`src/rtl/core/crv_pkg.sv`:
```
// ----------------------------------------------------------------------------
// crv_pkg
// Shared types, defaults and constant tables for the CORDIC rotate/vector unit.
// ----------------------------------------------------------------------------
package crv_pkg;

  localparam int ITERATIONS_DEF = 20;
  localparam int DATA_WIDTH_DEF = 32;
  localparam int FRAC_BITS_DEF  = 29;
  localparam int FIELD_WIDTH    = 32;

  localparam int GAIN_STEPS = 7;
  localparam int GAIN_SHIFT [GAIN_STEPS] = '{1, 2, 5, 10, 16, 19, 22};
  // bit g set: step g subtracts the shifted value, otherwise adds it
  localparam logic [GAIN_STEPS-1:0] GAIN_SUB = 7'b0000101;

  localparam logic [63:0] ONE_Q62 = 64'd1 << 62;

  typedef enum logic {
    CMD_ROTATE = 1'b0,
    CMD_VECTOR = 1'b1
  } crv_cmd_t;

  typedef struct packed {
    crv_cmd_t           cmd;
    logic signed [31:0] target_angle;
    logic signed [31:0] x_in;
    logic signed [31:0] y_in;
  } crv_in_t;

  typedef struct packed {
    logic signed [31:0] angle_out;
    logic signed [31:0] sin_out;
    logic signed [31:0] cos_out;
  } crv_out_t;

  typedef struct packed {
    logic     valid;
    crv_cmd_t vec;
  } crv_ctrl_t;

  // p / (2k + 1) for the odd divisors the series needs
  function automatic logic [63:0] div_odd(logic [63:0] p, int k);
    case (k)
      0:       return p;
      1:       return p / 3;
      2:       return p / 5;
      3:       return p / 7;
      4:       return p / 9;
      5:       return p / 11;
      6:       return p / 13;
      7:       return p / 15;
      8:       return p / 17;
      9:       return p / 19;
      10:      return p / 21;
      11:      return p / 23;
      12:      return p / 25;
      13:      return p / 27;
      14:      return p / 29;
      15:      return p / 31;
      16:      return p / 33;
      17:      return p / 35;
      18:      return p / 37;
      19:      return p / 39;
      20:      return p / 41;
      21:      return p / 43;
      22:      return p / 45;
      23:      return p / 47;
      24:      return p / 49;
      25:      return p / 51;
      26:      return p / 53;
      27:      return p / 55;
      28:      return p / 57;
      29:      return p / 59;
      30:      return p / 61;
      default: return 64'd0;
    endcase
  endfunction

  // atan(1/5) or atan(1/239) at 62 fraction bits, Gregory series
  function automatic logic [63:0] atan_recip_q62(logic use239);
    logic [63:0] p;
    logic [63:0] acc;
    logic [63:0] t;
    p   = use239 ? ONE_Q62 / 239 : ONE_Q62 / 5;
    acc = 64'd0;
    for (int k = 0; k < 64; k++) begin
      if (p != 64'd0) begin
        t = div_odd(p, k);
        if (k[0]) acc = acc - t;
        else acc = acc + t;
        p = use239 ? p / 57121 : p / 25;
      end
    end
    return acc;
  endfunction

  // atan(2^-i) at 62 fraction bits
  function automatic logic [63:0] atan_pow2_q62(int i);
    logic [63:0] acc;
    logic [63:0] t;
    int          sh;
    acc = 64'd0;
    if (i == 0) begin
      return (64'd4 * atan_recip_q62(1'b0)) - atan_recip_q62(1'b1);
    end
    for (int k = 0; k < 32; k++) begin
      sh = i * (2 * k + 1);
      if (sh <= 62) begin
        t = div_odd(ONE_Q62 >> sh, k);
        if (k[0]) acc = acc - t;
        else acc = acc + t;
      end
    end
    return acc;
  endfunction

  // atan(2^-i) rounded to nearest at frac fraction bits
  function automatic logic [63:0] angle_entry(int i, int frac);
    logic [63:0] a;
    a = atan_pow2_q62(i);
    return (a + (64'd1 << (61 - frac))) >> (62 - frac);
  endfunction

endpackage

```
`src/rtl/core/crv_gain_stage.sv`:
```
// ----------------------------------------------------------------------------
// crv_gain_stage
// One registered shift-add gain correction step applied to x and y.
// ----------------------------------------------------------------------------
module crv_gain_stage #(
  parameter int   DATA_WIDTH = crv_pkg::DATA_WIDTH_DEF,
  parameter int   SHIFT      = 1,
  parameter logic SUBTRACT   = 1'b0
) (
  input  logic                          clk,
  input  logic                          rst,
  input  crv_pkg::crv_ctrl_t            ctrl,
  input  logic signed [DATA_WIDTH-1:0]  x,
  input  logic signed [DATA_WIDTH-1:0]  y,
  input  logic signed [DATA_WIDTH-1:0]  theta,
  output crv_pkg::crv_ctrl_t            ctrl_scaled,
  output logic signed [DATA_WIDTH-1:0]  x_scaled,
  output logic signed [DATA_WIDTH-1:0]  y_scaled,
  output logic signed [DATA_WIDTH-1:0]  theta_scaled
);

  logic signed [DATA_WIDTH-1:0] x_next;
  logic signed [DATA_WIDTH-1:0] y_next;

  always_comb begin
    if (SUBTRACT) begin
      x_next = x - (x >>> SHIFT);
      y_next = y - (y >>> SHIFT);
    end else begin
      x_next = x + (x >>> SHIFT);
      y_next = y + (y >>> SHIFT);
    end
  end

  always_ff @(posedge clk) begin
    if (rst) begin
      ctrl_scaled <= '0;
    end else begin
      ctrl_scaled <= ctrl;
    end
  end

  always_ff @(posedge clk) begin
    x_scaled     <= x_next;
    y_scaled     <= y_next;
    theta_scaled <= theta;
  end

endmodule

```
`config.mk`:
```
export PLATFORM = sky130hd
export DESIGN_NAME = crv_gain_stage
export DESIGN_NICKNAME = d
export VERILOG_FILES = /design/src/rtl/core/crv_pkg.sv /design/src/rtl/core/crv_gain_stage.sv
export SDC_FILE = /design/constraint.sdc
export NUM_CORES = 1
export LEC_CHECK = 0
export BUFFER_PORTS_ARGS = -buffer_cell sky130_fd_sc_hd__buf_2
export CAP_MARGIN = 0
export CORE_ASPECT_RATIO = 0.9
export CORE_MARGIN = 5
export CORE_UTILIZATION = 49
export DETAILED_ROUTE_END_ITERATION = 7
export PLACE_DENSITY = 0.8
export SYNTH_ARGS = -nofsm -noshare
export SYNTH_HDL_FRONTEND = slang
export SYNTH_SLANG_ARGS = --single-unit
```
`constraint.sdc`:
```
create_clock -name clk -period 3.45 [get_ports clk]
set_clock_uncertainty 0.15 [all_clocks]
set_input_delay 0.5175 -clock clk [delete_from_list [all_inputs] [get_ports clk]]
set_output_delay 0.5175 -clock clk [all_outputs]
set_load 0.05 [all_outputs]
```
# Yosys cells after proc, flatten, opt, wreduce, memory -nomap -nowiden
# Cells that the tools add are included.
[word_totals]
elab_cells = 7
regBits = 98
[op_classes]
n_addsub = 2
[op_table]
columns = ["operator", "n"]
rows = [
  ["$add A32 B31 Y32", 2],
]

# Logic depth before layout (Yosys ltp)
[depth]
ltp_word = 1
mapped_depth = 10
mapped_depth_nobuf = 10

# Worst setup path before layout
# Ideal clock, no wire load.
[synth_path]
path_kind = "input port to flip-flop"
startpoint = "input port x[0]"
endpoint = "register x_scaled[30]"
setup_time_ns = 0.123
arrival_ns = 2.710
stages = 10
path_slack_ns = 0.467
path_buffers = 0
path_cell_list = "ha_1 > fa_1 > a211oi_1 > o211ai_1 > a31oi_1 > o2bb2ai_1 > o221ai_2 > a31oi_1 > o21ai_1 > xor2_1"
[synth_via]
elab_chain_cells = 1
[synth_rtl]
columns = ["element", "line", "rtl"]
rows = [
  ["start, declared", "crv_gain_stage.sv:13", "input logic signed [DATA_WIDTH-1:0] x,"],
  ["$add A32 B31 Y32", "crv_gain_stage.sv:30", "x_next = x + (x >>> SHIFT);"],
  ["net x_next[30]", "crv_gain_stage.sv:22", "logic signed [DATA_WIDTH-1:0] x_next;"],
  ["end signal, assigned", "crv_gain_stage.sv:44", "x_scaled <= x_next;"],
  ["end, declared", "crv_gain_stage.sv:17", "output logic signed [DATA_WIDTH-1:0] x_scaled,"],
]
# The timed path passes the listed nets, and every way through them passes these cells.
# A chain may end at the register's enable or synchronous reset.

# Final worst setup path
[layout_path]
startpoint = "input port x[1]"
endpoint = "register x_scaled[30]"
# Same word-level chain as after synthesis.

==> qor.yml <==
status: "completed"
yosys.area.top_type: "dfxtp_1"
startpoint_type: "primary input"
drive_above_1_share_pct: 32.5
tns_ns: 0
gp_congestion: 0.911
clkTransAtPathRegs_ns: 0.07
drt_iter0_markers: 238
numCtsBuffers: 9
yosysSeqAreaShare_pct: 39.0
crit_path_max_fanout: 4
path_cells: "buf_2 > ha_1 > fa_1 > a211oi_1 > o211ai_1 > a31oi_1 > o2bb2ai_1 > o221ai_2 > a31oi_1 > o21ai_1 > xor2_1"
dieArea_um2: 12400
totalWireLength_mm: 13.1
critPathTopFamily: "compound AO/OA/AOI/OAI gates"
max_freq_mhz: 324
synth.area.top_cells: "dfxtp_1 (39%), ha_1 (15%), xnor2_1 (6.3%)"
ir_drop_mv: 0.345
crit_path_top_delay_cell: "fa_1"
grt_max_degree: 21
relSlewSlack_pct: 66.0
fp.dieW_um: 117
grt-ovfl-total: 0
setup_viol: 0
required_ns: 3.53
clkSinkCount: 98
slew_viol_final: 0
fin_crit_ns: 3.09
setup_slack_ns: 0.365
dp_hpwl_mm: 10.5
vias_per_cell: 5.46
wire_per_inst_um: 15.4
p_leak_nw: 3.15
finalNetCount: 878
synth_ff_type: "dfxtp_1"
postSynth.asyncResetShare_pct: 0
post-cts-setup-buffer-count: 0
cpPeakStageDelay_ns: 0.44
grt_setup_unrepaired: "no"
core_area_um2: 10200
grt_use_total_pct: 20.7
ioPinCount: 198
ys_ff_latch: 98
synth_top_area_share_pct: 39.0
powerDensity_nw_per_um2: 605
drc_errors: 0
initial_utilization_pct: 49.5
ctsResizeCount: 0
antenna_found_initial: 1
syn_to_final_growth_pct: 28.6
rows: 35
cap_violations: 0
min_path_type: "in2reg"
insertedDiodeCount: 0
grt_first_pass_wirelength_mm: 20.8
port_buffers: 197
first_global_vias: 4528
synthCells: 509
first_pass_iters: 5
pre_cts_ws_ns: 0.101
avgSynthCellArea_um2: 9.89
cp.arrival_ns: 3.17
hold_viol: 0
setup.worst_path.class: "in2reg"
cts_root_buf: "clkbuf_16"
cts_tree: "done"
clockBufferDepth: 2
critPathCaptureType: "register"
die_h_um: 106
drtAntennaViolNets: 0
path_buf_inv: 1
synth_edf_count: 0
tightest_slew_ns: 0.506
crit_top_cell: "a31oi_1"
ys_types: 59
synth_area_um2: 5030
synth_nets: 673
vias: 4634
period_share_pct: 89.4
hold_buffers: 0
htree_levels: 3
yosys_warnings: 0
==> per-stage QoR <==
stage | cell area (um2) | hold WS (ns) | power [mW] | cells | utilization [%]
floorplan | 5030 | 0.395 | 2.55 | 509 | -
global placement | 6160 | 0.471 | 2.90 | 832 | 60.7
detailed placement | 6160 | 0.471 | 2.92 | 832 | 60.7
CTS | 6470 | 0.106 | 3.95 | 848 | 63.7
global route | 6470 | 0.100 | 4.12 | 848 | 63.7
finish | 6470 | 0.119 | 3.91 | 848 | 63.7
==> metal layers <==
layer | track usage [%] | routed length [um] | vias to the layer above
met5 | 0 | 11 | -
met4 | 7.37 | 349 | 2
met3 | 5.12 | 1030 | 34
met2 | 35.4 | 6250 | 199
met1 | 25.0 | 5460 | 2100
li1 | - | - | 2299
==> synth_stat cells (2+ instances only) <==
cell,n
xnor2_1,36
a211o_1,2
dfxtp_1,98
o21ai_0,19
o22ai_1,2
a21oi_1,56
and4_1,3
clkbuf_1,2
o21ai_2,2
a21bo_2,2
o31ai_1,5
or2_2,3
a211oi_2,2
a31oi_1,7
nor2_1,24
ha_1,62
and3_1,9
o21ai_1,6
o21a_1,3
nand2_1,28
a311o_1,2
nand4_1,8
a211oi_1,10
or3_1,2
and2_1,2
nor2b_1,5
xor2_1,19
o211ai_1,4
inv_1,13
nand3_1,5
o21bai_1,8
fa_1,2
nor3_1,10
a21o_1,23
==> registers in the layout, summed over array words and instances, names as in the netlist <==
name and flops:
y_scaled 32, x_scaled 32, theta_scaled 32, ctrl_scaled 2
==> final timing paths <==
path | from | endpoint | slack, ns | cells past startpoint
min | theta[0] | theta_scaled[0] | 0.12 | 1
max | x[1] | x_scaled[30] | 0.36 | 11
==> cell type report <==
class	count	area [um2]
sequential	98	1960
clock inverter	7	81.3
fill	860	3690
inverter	13	48.8
timing repair buffer	198	993
multi-input combinational	394	3000
tap	129	161
clock buffer	9	225
==> where the power goes <==
group	leakage [nW]	total (mW)	switching [mW]	internal [mW]
sequential	0.827	1.36	0.0452	1.32
combinational	2.18	1.55	1.11	0.436
clock	0.149	1.01	0.491	0.516
==> cells in the final DEF (no fill, tap or decap), drive strengths merged, types with 3 or more instances in the layout <==
cell,netlist,final
inv,13,15
o21a,3,3
buf,1,198
a211oi,13,13
a31oi,7,7
o31ai,5,5
nand2,28,28
o21ai,27,27
clkinv,0,5
nor2b,5,5
o21bai,8,8
a2111oi,3,3
or2,3,3
and3,10,10
nor2,24,24
nand4,8,8
xnor2,36,36
and4,3,3
xor2,19,19
ha,62,62
clkbuf,3,9
a21oi,57,57
o211ai,4,4
dfxtp,98,98
a21o,24,24
nor3,11,11
nand3,5,5
==> logic make-up (layout without fill, tap and decap cells) <==
kind of cell | Yosys count | in the layout | share of synthesized area, %
AOI/OAI and AO/OA | 168 | 168 | 22.8
and+or+nand+nor | 107 | 107 | 11.0
DFF | 98 | 98 | 39.0
adders and majority gates | 64 | 64 | 16.2
xor gates and xnor gates | 55 | 55 | 9.57
buffers and inverters | 17 | 227 | 1.44
Power figures use the tool's default switching activity.
