--- src/rtl/core/crv_pkg.sv ---
// ----------------------------------------------------------------------------
// crv_pkg
// Shared types, defaults and constant tables for the CORDIC rotate/vector unit.
// ----------------------------------------------------------------------------
package crv_pkg;

  localparam int ITERATIONS_DEF = 20;
  localparam int DATA_WIDTH_DEF = 32;
  localparam int FRAC_BITS_DEF  = 29;
  localparam int FIELD_WIDTH    = 32;

  localparam int GAIN_STEPS = 7;
  localparam int GAIN_SHIFT [GAIN_STEPS] = '{1, 2, 5, 10, 16, 19, 22};
  // bit g set: step g subtracts the shifted value, otherwise adds it
  localparam logic [GAIN_STEPS-1:0] GAIN_SUB = 7'b0000101;

  localparam logic [63:0] ONE_Q62 = 64'd1 << 62;

  typedef enum logic {
    CMD_ROTATE = 1'b0,
    CMD_VECTOR = 1'b1
  } crv_cmd_t;

  typedef struct packed {
    crv_cmd_t           cmd;
    logic signed [31:0] target_angle;
    logic signed [31:0] x_in;
    logic signed [31:0] y_in;
  } crv_in_t;

  typedef struct packed {
    logic signed [31:0] angle_out;
    logic signed [31:0] sin_out;
    logic signed [31:0] cos_out;
  } crv_out_t;

  typedef struct packed {
    logic     valid;
    crv_cmd_t vec;
  } crv_ctrl_t;

  // p / (2k + 1) for the odd divisors the series needs
  function automatic logic [63:0] div_odd(logic [63:0] p, int k);
    case (k)
      0:       return p;
      1:       return p / 3;
      2:       return p / 5;
      3:       return p / 7;
      4:       return p / 9;
      5:       return p / 11;
      6:       return p / 13;
      7:       return p / 15;
      8:       return p / 17;
      9:       return p / 19;
      10:      return p / 21;
      11:      return p / 23;
      12:      return p / 25;
      13:      return p / 27;
      14:      return p / 29;
      15:      return p / 31;
      16:      return p / 33;
      17:      return p / 35;
      18:      return p / 37;
      19:      return p / 39;
      20:      return p / 41;
      21:      return p / 43;
      22:      return p / 45;
      23:      return p / 47;
      24:      return p / 49;
      25:      return p / 51;
      26:      return p / 53;
      27:      return p / 55;
      28:      return p / 57;
      29:      return p / 59;
      30:      return p / 61;
      default: return 64'd0;
    endcase
  endfunction

  // atan(1/5) or atan(1/239) at 62 fraction bits, Gregory series
  function automatic logic [63:0] atan_recip_q62(logic use239);
    logic [63:0] p;
    logic [63:0] acc;
    logic [63:0] t;
    p   = use239 ? ONE_Q62 / 239 : ONE_Q62 / 5;
    acc = 64'd0;
    for (int k = 0; k < 64; k++) begin
      if (p != 64'd0) begin
        t = div_odd(p, k);
        if (k[0]) acc = acc - t;
        else acc = acc + t;
        p = use239 ? p / 57121 : p / 25;
      end
    end
    return acc;
  endfunction

  // atan(2^-i) at 62 fraction bits
  function automatic logic [63:0] atan_pow2_q62(int i);
    logic [63:0] acc;
    logic [63:0] t;
    int          sh;
    acc = 64'd0;
    if (i == 0) begin
      return (64'd4 * atan_recip_q62(1'b0)) - atan_recip_q62(1'b1);
    end
    for (int k = 0; k < 32; k++) begin
      sh = i * (2 * k + 1);
      if (sh <= 62) begin
        t = div_odd(ONE_Q62 >> sh, k);
        if (k[0]) acc = acc - t;
        else acc = acc + t;
      end
    end
    return acc;
  endfunction

  // atan(2^-i) rounded to nearest at frac fraction bits
  function automatic logic [63:0] angle_entry(int i, int frac);
    logic [63:0] a;
    a = atan_pow2_q62(i);
    return (a + (64'd1 << (61 - frac))) >> (62 - frac);
  endfunction

endpackage

--- src/rtl/core/crv_iter_stage.sv ---
// ----------------------------------------------------------------------------
// crv_iter_stage
// One registered CORDIC micro-rotation by atan(2^-INDEX).
// ----------------------------------------------------------------------------
module crv_iter_stage #(
  parameter int DATA_WIDTH = crv_pkg::DATA_WIDTH_DEF,
  parameter int FRAC_BITS  = crv_pkg::FRAC_BITS_DEF,
  parameter int INDEX      = 0
) (
  input  logic                          clk,
  input  logic                          rst,
  input  crv_pkg::crv_ctrl_t            ctrl,
  input  logic signed [DATA_WIDTH-1:0]  x,
  input  logic signed [DATA_WIDTH-1:0]  y,
  input  logic signed [DATA_WIDTH-1:0]  theta,
  input  logic signed [DATA_WIDTH-1:0]  z,
  output crv_pkg::crv_ctrl_t            ctrl_step,
  output logic signed [DATA_WIDTH-1:0]  x_step,
  output logic signed [DATA_WIDTH-1:0]  y_step,
  output logic signed [DATA_WIDTH-1:0]  theta_step,
  output logic signed [DATA_WIDTH-1:0]  z_step
);

  localparam logic signed [DATA_WIDTH-1:0] ANGLE =
    DATA_WIDTH'(crv_pkg::angle_entry(INDEX, FRAC_BITS));

  logic                         neg;
  logic                         widen;
  logic signed [DATA_WIDTH-1:0] xs;
  logic signed [DATA_WIDTH-1:0] ys;
  logic signed [DATA_WIDTH-1:0] x_next;
  logic signed [DATA_WIDTH-1:0] y_next;
  logic signed [DATA_WIDTH-1:0] theta_next;
  logic signed [DATA_WIDTH-1:0] z_next;

  always_comb begin
    neg   = (ctrl.vec == crv_pkg::CMD_VECTOR) ? y[DATA_WIDTH-1] : z[DATA_WIDTH-1];
    widen = neg != (ctrl.vec == crv_pkg::CMD_VECTOR);
    xs    = x >>> INDEX;
    ys    = y >>> INDEX;
    if (neg) begin
      x_next = x - ys;
      y_next = y + xs;
    end else begin
      x_next = x + ys;
      y_next = y - xs;
    end
    if (widen) begin
      theta_next = theta + ANGLE;
      z_next     = z + ANGLE;
    end else begin
      theta_next = theta - ANGLE;
      z_next     = z - ANGLE;
    end
  end

  always_ff @(posedge clk) begin
    if (rst) begin
      ctrl_step <= '0;
    end else begin
      ctrl_step <= ctrl;
    end
  end

  always_ff @(posedge clk) begin
    x_step     <= x_next;
    y_step     <= y_next;
    theta_step <= theta_next;
    z_step     <= z_next;
  end

endmodule

--- config.mk ---
export PLATFORM = sky130hd
export DESIGN_NAME = crv_iter_stage
export DESIGN_NICKNAME = d
export VERILOG_FILES = /design/src/rtl/core/crv_pkg.sv /design/src/rtl/core/crv_iter_stage.sv
export SDC_FILE = /design/constraint.sdc
export NUM_CORES = 1
export LEC_CHECK = 0
export ABC_AREA = 1
export BUFFER_PORTS_ARGS = -buffer_cell sky130_fd_sc_hd__buf_4
export CORE_ASPECT_RATIO = 0.8
export CORE_MARGIN = 1
export CORE_UTILIZATION = 45
export CTS_CLUSTER_SIZE = 12
export DETAILED_ROUTE_END_ITERATION = 7
export GPL_ROUTABILITY_DRIVEN = 0
export PLACE_DENSITY = 0.67
export REMOVE_ABC_BUFFERS = 1
export SETUP_SLACK_MARGIN = 0.1
export SLEW_MARGIN = 20
export SYNTH_ARGS = -nofsm -noshare
export SYNTH_HDL_FRONTEND = slang
export SYNTH_SLANG_ARGS = --single-unit
--- constraint.sdc ---
create_clock -name clk -period 2.75 [get_ports clk]
set_input_delay 0.6875 -clock clk [delete_from_list [all_inputs] [get_ports clk]]
set_output_delay 0.6875 -clock clk [all_outputs]
set_load 0.01 [all_outputs]
# After elaboration in Yosys (flattened, before gate mapping)
# Index checks and enable logic that the tools add are counted.
word_totals:
  ff_bits: 130
  inputBits: 132
  wordCells: 19
  out_inout_bits: 130
classes:
  n_eq_ne: 1
  add_sub_neg: 7
  n_mux: 5
op_table:
  columns: ["op", "n"]
  rows:
  - ["$mux W32", 4]
  - ["$add A32 B30 Y32 const B", 2]
  - ["$sub A32 B30 Y32 const B", 2]
  - ["$sub A32 B32 Y32", 2]
  - ["$add A32 B32 Y32", 1]
  - ["$mux W1", 1]
  - ["$ne A1 B1 Y1", 1]

# Longest topological paths before layout
depth:
  word_depth: 3
  mapped_depth: 18
  depth_no_buf: 17

# Worst setup path before layout
# Ideal clock, no wire load.
synth_timing:
  path_type: "input -> register"
  startpoint: "input port ctrl[0] (netlist bit)"
  endpoint: "register theta_step[27]"
  setup_ns: 0.112
  path_stages: 16
  arrival_time_ns: 2.436
  required_time_ns: 2.638
  path_slack_ns: 0.202
  path_cell_list: "inv_2 nand2_2 nand2_1 buf_6 buf_6 ha_1 nand2_1 inv_1 a21oi_1 nor2_1 nor2_1 nor2_1 nor2_1 nand2_1 nand2_1 nand2_1"
synth_between:
  elab_chain_len: 3
synth_rtl:
  columns: ["element", "line", "text"]
  rows:
  - ["start: declaration", "crv_iter_stage.sv:12", "input crv_pkg::crv_ctrl_t ctrl,"]
  - ["$mux W1", "crv_iter_stage.sv:37", "neg = (ctrl.vec == crv_pkg::CMD_VECTOR) ? y[DATA_WIDTH-1] : z[DATA_WIDTH-1];"]
  - ["$ne A1 B1 Y1 *", "crv_iter_stage.sv:38", "widen = neg != (ctrl.vec == crv_pkg::CMD_VECTOR);"]
  - ["$mux W32 *", "crv_iter_stage.sv:48", "if (widen) begin"]
  - ["via theta_next[27]", "crv_iter_stage.sv:33", "logic signed [DATA_WIDTH-1:0] theta_next;"]
  - ["end signal: assignment", "crv_iter_stage.sv:68", "theta_step <= theta_next;"]
  - ["end: declaration", "crv_iter_stage.sv:20", "output logic signed [DATA_WIDTH-1:0] theta_step,"]
# The timed path passes the listed nets; every way through them passes the cells marked *.
# A chain may end at the register's enable or synchronous reset.

# Worst setup path after layout
layout_timing:
  startpoint: "input port y[8]"
  endpoint: "register x_step[29]"
layout_between:
  elab_chain_len: 2
  word_cells_on_any_way: 3
  cone_classes: "add/sub: 2; mux: 1"
layout_rtl:
  columns: ["element", "line", "text"]
  rows:
  - ["start: declaration", "crv_iter_stage.sv:14", "input logic signed [DATA_WIDTH-1:0] y,"]
  - ["$add A32 B32 Y32 or $sub A32 B32 Y32 (tied branches)", "crv_iter_stage.sv:45, crv_iter_stage.sv:42", null]
  - ["$mux W32 *", "crv_iter_stage.sv:41", "if (neg) begin"]
  - ["via x_next[29]", "crv_iter_stage.sv:31", "logic signed [DATA_WIDTH-1:0] x_next;"]
  - ["end signal: assignment", "crv_iter_stage.sv:66", "x_step <= x_next;"]
  - ["end: declaration", "crv_iter_stage.sv:18", "output logic signed [DATA_WIDTH-1:0] x_step,"]
# Marked as above.

==> results.json <==
{
  "post_cts_buffers": 0,
  "row_count": 56,
  "wirelength_um": 48300,
  "synthAdderAreaFrac_pct": 11.8,
  "setup_viol": 0,
  "synth_top_family_by_area": "simple AND/OR/NAND/NOR gates",
  "initial_core_util_pct": 46.0,
  "seq_area_frac_synth_pct": 19.0,
  "drtAntennaViolNets": 0,
  "wl_per_cell_um": 15.5,
  "cts_tree": "built",
  "core_mm2": 0.0295,
  "drtIter0Drc": 1746,
  "path_cells": "buf_4 -> inv_1 -> ha_1 -> buf_4 -> a21oi_1 -> o21ai_0 -> a21oi_1 -> nand2_1 -> nand2_1 -> nand3_1 -> nand3_1 -> nand2_1",
  "slew_headroom_pct": 65.6,
  "start_kind": "input port",
  "worst_slew_pin_slew_ns": 0.511,
  "hp-class": "input port to flip-flop",
  "synth-compound-area-share_pct": 13.5,
  "synth_cell_types": 40,
  "slowest_stage": "ha_1",
  "required_ns": 3.08,
  "rsz0062_at_grt": "false",
  "clock_path_buffers": 2,
  "grt_first_pass_wirelength_um": 74000,
  "grt_pass1_vias": 14100,
  "numPortBuffers": 261,
  "area_delta_synth_final_pct": 25.4,
  "synthTopCellsByArea": "nand2_1 22%, dfxtp_1 19%, ha_1 11%",
  "htreeDepth": 4,
  "ys_warn_count": 0,
  "path_class": "input port to flip-flop",
  "drc": 0,
  "synthMuxAreaShare_pct": 0,
  "crit_buf_inv": 3,
  "syn_area_mm2": 0.0136,
  "cap_violations": 0,
  "critPathTopFamily": "compound AO/OA/AOI/OAI gates",
  "grt_max_degree": 65,
  "firstDrtPassIters": 6,
  "critPathMaxStageDelay_ns": 0.37,
  "vias": 16400,
  "clk_pin_slew_worst_paths_ns": 0.06,
  "synth_cells": 2377,
  "vias_per_cell": 5.27,
  "place_hpwl_um": 39700,
  "sw_frac_of_total_pct": 40.2,
  "outcome": "finished, final reports clean",
  "cts_buffers": 17,
  "seq_power_share_pct": 27.9,
  "pwr-share-comb_pct": 44.5,
  "grt_usage_pct": 30.7,
  "finalCritPeriodShare_pct": 90.0,
  "cp-end-kind": "flip-flop",
  "overflow": 0,
  "fin_crit_ns": 2.47,
  "crit_arrival_ns": 2.80,
  "yosys.area_share.simple_pct": 39.9,
  "whs_ns": 0.352,
  "synth_top_area_share_pct": 21.6,
  "pwr-share-clk_pct": 27.6,
  "p_leak_nw": 9.63,
  "yosysTopAreaCell": "nand2_1",
  "ir_worst_vdd_mv": 0.434,
  "power-per-cell-area_mw_per_mm2": 503,
  "syn_area_per_cell_um2": 5.70,
  "cts-root-buf": "clkbuf_16",
  "ios": 262,
  "tns_ns": 0,
  "die_area_mm2": 0.0308,
  "die_h_um": 157,
  "cpMostUsedCell": "nand2_1",
  "ys_ff_latch": 129,
  "internal_power_mw": 5.11,
  "antenna_found_initial": 1,
  "die_w_um": 196,
  "worstPathMaxFanout": 6,
  "synth_xor_area_share_pct": 3.75,
  "fmax_ghz": 0.404,
  "p_switching_mw": 3.44,
  "fin_nets": 2944,
  "fin_util_pct": 57.7,
  "hold_violations": 0,
  "diodes": 0,
  "drive_gt1_share_pct": 15.0,
  "slew_viol_final": 0,
  "cts_sinks": 129
}
-- layout make-up --
| cell class | count | area, µm² |
|---|---|---|
| tap | 406 | 508 |
| multi-input combinational | 1838 | 9360 |
| timing repair buffer | 340 | 2620 |
| clock inverter | 14 | 158 |
| clock buffer | 18 | 429 |
| sequential | 129 | 2580 |
| fill | 3006 | 12500 |
| inverter | 360 | 1350 |
-- path summary, 6_finish.rpt --
kind                  startpoint       endpoint  cells past startpoint
worst min-delay path    theta[0]  theta_step[0]                      1
worst max-delay path        y[8]     x_step[29]                     12
-- cells by family (layout without fill, tap and decap cells) --
kind of cell,count (synthesis),count (layout)
and+or+nand+nor,1313,1313
buffers and inverters,410,732
AOI/OAI and AO/OA,341,341
DFF,129,129
adders and majority gates,126,126
xor gates and xnor gates,58,58
-- synthesized netlist by cell type (all sizes together) --
cell type	number
o21a	4
inv	356
nand2	795
o211ai	8
xnor2	6
a31oi	2
a21o	15
nor3	22
clkbuf	17
dfxtp	129
a21oi	167
or2	7
nand3b	3
nor2	221
nor4	4
xor2	52
buf	33
fa	3
o22ai	2
a21boi	4
clkinv	4
o21ai	124
nand4	18
a41oi	2
and2	5
nand3	238
ha	123
o21bai	13
-- through the flow --
step	instance area (µm²)	instances	total power [mW]	setup slack [ns]
after floorplan	13300	2327	4.48	-0.985
after CTS	17000	3105	8.53	0.276
after global routing	17000	3105	9.06	0.130
after detailed placement	16400	3073	6.14	-0.174
final	17000	3105	8.55	0.276
after global placement	16400	3073	6.10	-0.151
-- sequential cells by signal, summed over array words and instances, names as in the netlist --
signal / flops
theta_step: 32
x_step: 32
z_step: 32
y_step: 31
ctrl_step: 2
-- metal layers --
layer	GRT usage [%]	vias up	part of all wire, %
met5	0	-	0.035
met4	7.70	2	1.9
met3	5.70	81	11
met2	44.6	831	40
met1	45.8	7295	48
li1	-	8151	-
-- power groups by stage --
stage / combinational (mW) / clock [mW] / sequential [mW]
3_5_place_dp: 3.72 / 0 / 2.42
3_3_place_gp: 3.68 / 0 / 2.43
2_1_floorplan: 1.88 / 0 / 2.60
5_1_grt: 4.17 / 2.47 / 2.42
4_1_cts: 3.74 / 2.40 / 2.39
6_report: 3.80 / 2.36 / 2.39
-- timing repair --
action,CTS,global route
endpoints found under the setup margin,0,2
gates resized for setup,0,2
hold buffers,0,0
-- cells in the final DEF, fill, tap and decap left out, drive strengths merged, types with 7 or more instances in the layout --
master and count:
a21o 15, a21oi 167, buf 340, clkbuf 18, clkinv 8, dfxtp 129, ha 123, inv 359
nand2 795, nand3 238, nand4 18, nor2 221, nor3 22, o211ai 8, o21ai 124, o21bai 13
or2 7, xor2 52
No activity file was read; power rests on OpenSTA's default activity.
